===== src/rtl/smtpf_pkg.sv =====
// Package for the SMTP body line framer: character constants, line state
// codes and the result pair handed to the output buffer. No dependencies.
`default_nettype none

package smtpf_pkg;

  localparam int unsigned RAW_W = 8;
  localparam int unsigned CHR_W = 7;

  localparam logic [RAW_W-1:0] RAW_CR = 8'd13;
  localparam logic [RAW_W-1:0] RAW_LF = 8'd10;

  localparam logic [CHR_W-1:0] CH_CR   = 7'd13;
  localparam logic [CHR_W-1:0] CH_LF   = 7'd10;
  localparam logic [CHR_W-1:0] CH_DOT  = 7'd46;
  localparam logic [CHR_W-1:0] CH_NUL  = 7'd0;
  localparam logic [RAW_W-1:0] MASK7   = 8'd127;

  localparam logic CMD_BYTE = 1'b0;
  localparam logic CMD_END  = 1'b1;

  // Line state, one-hot.
  typedef enum logic [3:0] {
    MODE_START = 4'b0001,
    MODE_RUN   = 4'b0010,
    MODE_LINE  = 4'b0100,
    MODE_TRUNC = 4'b1000
  } mode_t;

  // Results caused by one item: count is 0, 1 or 2; first goes out first.
  typedef struct packed {
    logic [1:0]       count;
    logic [CHR_W-1:0] first;
    logic [CHR_W-1:0] second;
  } pair_t;

endpackage

`default_nettype wire


===== src/rtl/smtpf_if.sv =====
// Valid/ready channel interfaces for the framer: body items in, text out.
// Depends on smtpf_pkg for field widths.
`default_nettype none

interface smtpf_body_if import smtpf_pkg::*; ();
  logic             valid;
  logic             ready;
  logic             cmd;
  logic [RAW_W-1:0] data_byte;

  modport source (output valid, output cmd, output data_byte, input ready);
  modport sink   (input valid, input cmd, input data_byte, output ready);
endinterface

interface smtpf_text_if import smtpf_pkg::*; ();
  logic             valid;
  logic             ready;
  logic [CHR_W-1:0] out_byte;
  logic             last;

  modport source (output valid, output out_byte, output last, input ready);
  modport sink   (input valid, input out_byte, input last, output ready);
endinterface

`default_nettype wire


===== src/rtl/smtpf_out_buf.sv =====
// Result buffer: holds the zero to two characters of one item and sends them
// one per cycle while text.ready is high. Depends on smtpf_pkg and smtpf_if.
`default_nettype none

module smtpf_out_buf import smtpf_pkg::*; (
  input  wire logic         clk,
  input  wire logic         rst,
  input  wire logic         load,
  input  wire pair_t        pair,
  output logic              load_ok,
  smtpf_text_if.source      text
);

  logic [1:0]       cnt;
  logic [CHR_W-1:0] head;
  logic [CHR_W-1:0] tail;
  logic             pop;

  assign pop        = text.valid && text.ready;
  assign text.valid = (cnt != 2'd0);
  assign text.out_byte = head;
  assign text.last  = (cnt == 2'd1);
  // Take a new pair once the held one is gone or its last character leaves now.
  assign load_ok    = (cnt == 2'd0) || ((cnt == 2'd1) && pop);

  always_ff @(posedge clk) begin
    if (rst) begin
      cnt <= 2'd0;
    end else if (load) begin
      cnt <= pair.count;
    end else if (pop) begin
      cnt <= cnt - 2'd1;
    end
  end

  always_ff @(posedge clk) begin
    if (load) begin
      head <= pair.first;
      tail <= pair.second;
    end else if (pop) begin
      head <= tail;
    end
  end

endmodule

`default_nettype wire


===== src/rtl/smtp_body_line_framer.sv =====
// SMTP body line framer, top level. An item's first text character shows
// in the cycle after its accept. Throughput: one item per cycle while the
// receiver is ready, if it yields at most one character; the two-entry
// result buffer holds off the next item until CRLF or a doubled dot is out.
// Reset (rst, synchronous) returns the line state to start of message and
// empties the result buffer. Depends on smtpf_pkg, smtpf_if, smtpf_out_buf.
`default_nettype none

module smtp_body_line_framer import smtpf_pkg::*; (
  input  wire logic    clk,
  input  wire logic    rst,
  smtpf_body_if.sink   body,
  smtpf_text_if.source text
);

  mode_t            mode;
  mode_t            mode_next;
  pair_t            pair;
  logic             load_ok;
  logic             accept;
  logic             term;
  logic [CHR_W-1:0] ch;

  assign body.ready = load_ok;
  assign accept     = body.valid && body.ready;

  // Line terminators are recognized on the raw byte only; 141 and 138 pass
  // through as masked characters inside the line.
  assign term = (body.data_byte == RAW_CR) || (body.data_byte == RAW_LF);
  assign ch   = CHR_W'(body.data_byte & MASK7);

  // Decode one item: the characters it yields and the next line state.
  always_comb begin
    mode_next   = mode;
    pair.count  = 2'd0;
    pair.first  = ch;
    pair.second = CH_LF;
    if (body.cmd == CMD_END) begin
      // Close a pending line, then return to start of message.
      mode_next = MODE_START;
      if ((mode == MODE_LINE) || (mode == MODE_TRUNC)) begin
        pair.count = 2'd2;
        pair.first = CH_CR;
      end
    end else begin
      unique case (mode)
        MODE_RUN: begin
          // Swallow the rest of a CR/LF run; a blank line vanishes here.
          if (!term) begin
            mode_next = (ch == CH_NUL) ? MODE_TRUNC : MODE_LINE;
            if (ch == CH_DOT) begin
              pair.count  = 2'd2;
              pair.second = CH_DOT;
            end else if (ch != CH_NUL) begin
              pair.count = 2'd1;
            end
          end
        end
        MODE_LINE: begin
          if (term) begin
            mode_next  = MODE_RUN;
            pair.count = 2'd2;
            pair.first = CH_CR;
          end else if (ch == CH_NUL) begin
            // Zero byte: drop the rest of this line.
            mode_next = MODE_TRUNC;
          end else begin
            pair.count = 2'd1;
          end
        end
        MODE_TRUNC: begin
          if (term) begin
            mode_next  = MODE_RUN;
            pair.count = 2'd2;
            pair.first = CH_CR;
          end
        end
        default: begin
          // Start of message: a leading run yields one empty line.
          if (term) begin
            mode_next  = MODE_RUN;
            pair.count = 2'd2;
            pair.first = CH_CR;
          end else begin
            mode_next = (ch == CH_NUL) ? MODE_TRUNC : MODE_LINE;
            if (ch == CH_DOT) begin
              pair.count  = 2'd2;
              pair.second = CH_DOT;
            end else if (ch != CH_NUL) begin
              pair.count = 2'd1;
            end
          end
        end
      endcase
    end
  end

  // Advance the line state on every accepted item.
  always_ff @(posedge clk) begin
    if (rst) begin
      mode <= MODE_START;
    end else if (accept) begin
      mode <= mode_next;
    end
  end

  smtpf_out_buf u_out_buf (
    .clk     (clk),
    .rst     (rst),
    .load    (accept),
    .pair    (pair),
    .load_ok (load_ok),
    .text    (text)
  );

  // An item is taken only when no earlier character would be overwritten.
  a_no_overrun: assert property (@(posedge clk) disable iff (rst)
    accept |-> (!text.valid || (text.ready && text.last)))
    else $error("item accepted over pending text");

  // An end item always returns the framer to start of message.
  a_end_resets: assert property (@(posedge clk) disable iff (rst)
    (accept && (body.cmd == CMD_END)) |=> (mode == MODE_START))
    else $error("end item did not reset line state");

  // A terminator on a pending line shows CR first, with LF still to come.
  a_line_crlf: assert property (@(posedge clk) disable iff (rst)
    (accept && (body.cmd == CMD_BYTE) && term && (mode == MODE_LINE))
    |=> (text.valid && (text.out_byte == CH_CR) && !text.last))
    else $error("line terminator did not start CRLF");

endmodule

`default_nettype wire


===== src/flat_wrapper.sv =====
// flat-port wrapper written by rule: the top's interface ports become plain ports
module smtp_body_line_framer_flat import smtpf_pkg::*;
  (clk, rst, body_valid, body_cmd, body_data_byte, body_ready, text_valid, text_out_byte, text_last, text_ready);
  smtpf_body_if body_i ();
  smtpf_text_if text_i ();
  input  wire logic clk;
  input  wire logic rst;
  input wire logic [$bits(body_i.valid)-1:0] body_valid;
  input wire logic [$bits(body_i.cmd)-1:0] body_cmd;
  input wire logic [$bits(body_i.data_byte)-1:0] body_data_byte;
  output wire logic [$bits(body_i.ready)-1:0] body_ready;
  output wire logic [$bits(text_i.valid)-1:0] text_valid;
  output wire logic [$bits(text_i.out_byte)-1:0] text_out_byte;
  output wire logic [$bits(text_i.last)-1:0] text_last;
  input wire logic [$bits(text_i.ready)-1:0] text_ready;
  assign body_i.valid = body_valid;
  assign body_i.cmd = body_cmd;
  assign body_i.data_byte = body_data_byte;
  assign body_ready = body_i.ready;
  assign text_valid = text_i.valid;
  assign text_out_byte = text_i.out_byte;
  assign text_last = text_i.last;
  assign text_i.ready = text_ready;
  smtp_body_line_framer u_core (.clk(clk), .rst(rst), .body(body_i), .text(text_i));
endmodule

===== config.mk =====
export PLATFORM = sky130hd
export DESIGN_NAME = smtp_body_line_framer_flat
export DESIGN_NICKNAME = d
export VERILOG_FILES = /design/src/rtl/smtpf_pkg.sv /design/src/rtl/smtpf_if.sv /design/src/rtl/smtpf_out_buf.sv /design/src/rtl/smtp_body_line_framer.sv /design/src/flat_wrapper.sv
export SDC_FILE = /design/constraint.sdc
export NUM_CORES = 1
export LEC_CHECK = 0
export ABC_AREA = 1
export BUFFER_PORTS_ARGS = -buffer_cell sky130_fd_sc_hd__buf_2
export CORE_MARGIN = 2
export CORE_UTILIZATION = 59
export CTS_BUF_LIST = sky130_fd_sc_hd__clkbuf_2 sky130_fd_sc_hd__clkbuf_4 sky130_fd_sc_hd__clkbuf_8
export CTS_CLUSTER_SIZE = 24
export DETAILED_ROUTE_END_ITERATION = 8
export GPL_ROUTABILITY_DRIVEN = 0
export PLACE_DENSITY = 0.85
export SLEW_MARGIN = 10
export SYNTH_ARGS = -nofsm -noshare
export SYNTH_HDL_FRONTEND = slang
export SYNTH_SLANG_ARGS = --single-unit
export TNS_END_PERCENT = 5

===== constraint.sdc =====
create_clock -name clk -period 4 [get_ports clk]
set_clock_uncertainty 0.15 [all_clocks]
set_input_delay 0 -clock clk [delete_from_list [all_inputs] [get_ports clk]]
set_output_delay 0 -clock clk [all_outputs]
set_load 0.01 [all_outputs]

==> flow_metrics.tcl <==
set metrics [dict create \
    yosys_warnings 0 \
    route.detailed.drc 0 \
    syn_area_per_cell_um2 6.72 \
    ys_seq_area_frac 0.375 \
    vias 1001 \
    start_kind "register" \
    tightest_slew_ps 405 \
    period_share 0.554 \
    core-area_um2 1520 \
    layout_common_cells "nand2_1 (37), nor2_1 (24), inv_1 (23), buf_2 (22), nand3_1 (13)" \
    min-delay-start "body_valid" \
    final_hold_viol_count 0 \
    netlist_instances 143 \
    ctsHoldBuffers 9 \
    cts_sinks 14 \
    critical_path.endpoint_type "register" \
    die_x_um 44.4 \
    grt_max_degree 12 \
    synthesis.area_um2 961 \
    required_ps 4080 \
    synth_area_leaders "edfxtp_1 (25%), nand2_1 (14%), dfxtp_1 (13%)" \
    drv_cap 0 \
    ant_nets 0 \
    outcome "complete, no violations" \
    r2r-start "u_core.u_out_buf.cnt[0]$_SDFFE_PP0P_" \
    clockBufferDepth 2 \
    hold_path_end "u_core.u_out_buf.text.out_byte[0]$_SDFFCE_PP0P_" \
    power_density_nw_per_um2 560 \
    slowest_stage "dlygate4sd3_1" \
    grt_pass1_wl_mm 3.80 \
    drive_above_1_share 0.225 \
    placed_cells 181 \
    p_int_mw 0.389 \
    setup_tns_ps 0 \
    start_util 0.631 \
    max_stage_delay_ps 540 \
    rsz0062_at_grt "no" \
    nNetsFinal 194 \
    routed_via_density 5.16 \
    yosys.area.top_type "edfxtp_1" \
    crit_top_cell "nand2_2" \
    num_rows 14 \
    fmax_mhz 452 \
    reg2reg_to "u_core.mode[0]$_SDFFE_PP1P_" \
    r2r_setup_slack_ps 1790 \
    ioPinCount 23 \
    hold_class "input pin to register" \
    combPwrFrac 0.501 \
    track_usage 0.268 \
    period_needed_ps 2210 \
    report.final.slew_viol_count 0 \
    cts_tree "yes" \
    detail_route.wl_per_cell_um 12.0 \
    slew_headroom 0.730 \
    io_buffer_count 22 \
    wl_mm 2.33 \
    cts_resized 0 \
    post-dp-hpwl_mm 1.66 \
    area_growth_pct 25.7 \
    dr.first_iter.drc_count 17 \
    overflow 0 \
    switching_share 0.424 \
    ir_drop_mv 0.439 \
    htreeDepth 1 \
    clock_latency_ps 280 \
    seqPwrFrac 0.377 \
    cts-root-buf "clkbuf_4" \
    die_height_um 44.4 \
    antenna_cells 0 \
    crit_path_cell_trace "inv_1, ha_1, inv_2, nand2_2, nand2_2, clkinv_2, nand2_2, inv_2, nand3_2, nand2_1, nand3_1, dlygate4sd3_1" \
    finalNonFillerCells 194 \
    clock_power_share 0.122 \
    path_max_fanout 10 \
    synth.top_cell.area_share 0.250 \
    cts_setup_buffers 0 \
    p_switching_mw 0.287 \
    die-area_um2 1970 \
    drt_pass1_iterations 4 \
    ys_ff_latch 14 \
    leakagePower_nw 0.645 \
    setup_viol 0 \
    whs_path_depth 3 \
    path_clk_slew_ps 90 \
    crit_type "register to register" \
    ff2ff_path_depth 12 \
    worstPathArrival_ps 2290 \
    antenna_found_initial 0 \
    yosysUniqueCellTypes 21 \
    syn_nets 158 \
    grt_pass1_vias 935 \
    cts-buffers-inserted 3 \
    final_common_cell "nand2_1" \
]
stage by stage:
stage	total power, mW	hold WS [ps]	utilization	setup WS [ps]	instance area (um2)
after floorplan	0.481	-30.1	-	2400	961
after global placement	0.562	134	0.716	2410	1090
after detailed placement	0.578	132	0.716	2320	1090
after CTS	0.669	33.9	0.792	1820	1210
after global routing	0.726	55.0	0.792	1670	1210
final	0.676	31.0	0.792	1790	1210
routing by layer:
layer,track usage,share of wire,vias up
met5,0,0,-
met4,0.139,0.043,0
met3,0.0612,0.044,12
met2,0.526,0.53,31
met1,0.251,0.39,443
li1,-,-,515
area by class of cell:
type	instances	area, um2
well taps	16	20.0
repair buffers	31	200
multi-input cells	103	502
inverters	26	98.8
clock inverters	1	3.75
clock buffers	3	22.5
fillers	117	317
flip-flops and latches	14	360
worst max-delay path, delay by kind of cell (launching register included):
family	cells	cell delay [ps]
fa+ha+maj	1	220
flops	1	370
simple gates	6	520
buf+inv	5	910
cells in the mapped netlist:
library cell   n
a21boi_0       1
a21oi_1        3
a31oi_1        1
clkinv_2       1
dfxtp_1        6
edfxtp_1       8
ha_1           2
inv_1         23
inv_2          2
nand2_1       37
nand2_2        5
nand2_4        1
nand3_1       13
nand3_2        3
nand4_1        1
nor2_1        24
nor2_2         1
nor2_4         2
nor3_1         3
o21ai_0        5
or2_1          1
sequential cells by signal, summed over array words and instances (netlist names):
register and count:
u_core.u_out_buf.text.out_byte 7, u_core.mode 4, u_core.u_out_buf.cnt 2, u_core.u_out_buf.tail 1
worst max path at each step:
| stage | from | end | slack [ps] | depth (start not counted) |
|---|---|---|---|---|
| floorplan | u_core.u_out_buf.cnt[0]$_SDFFE_PP0P_ | u_core.mode[2]$_SDFFE_PP0P_ | 2400 | 12 |
| global placement | u_core.u_out_buf.cnt[0]$_SDFFE_PP0P_ | u_core.mode[2]$_SDFFE_PP0P_ | 2410 | 12 |
| detailed placement | u_core.u_out_buf.cnt[0]$_SDFFE_PP0P_ | u_core.mode[2]$_SDFFE_PP0P_ | 2320 | 12 |
| CTS | u_core.u_out_buf.cnt[0]$_SDFFE_PP0P_ | u_core.mode[0]$_SDFFE_PP1P_ | 1820 | 12 |
| global route | u_core.u_out_buf.cnt[0]$_SDFFE_PP0P_ | u_core.mode[0]$_SDFFE_PP1P_ | 1670 | 12 |
| finish | u_core.u_out_buf.cnt[0]$_SDFFE_PP0P_ | u_core.mode[0]$_SDFFE_PP1P_ | 1790 | 12 |
power groups by stage:
stage               clock network, mW  registers [mW]  logic (mW)
finish                         0.0825           0.255       0.339
global route                   0.0886           0.262       0.375
CTS                            0.0830           0.253       0.333
detailed placement                  0           0.257       0.321
global placement                    0           0.253       0.309
floorplan                           0           0.269       0.212
cells by family after synthesis:
logic type,after synthesis,share of synthesized area
flops,14,0.375
buf+inv,26,0.103
fa+ha+maj,2,0.0260
compound gates,10,0.0560
simple gates,91,0.440
Note: power is estimated with default switching activity, not from simulation.
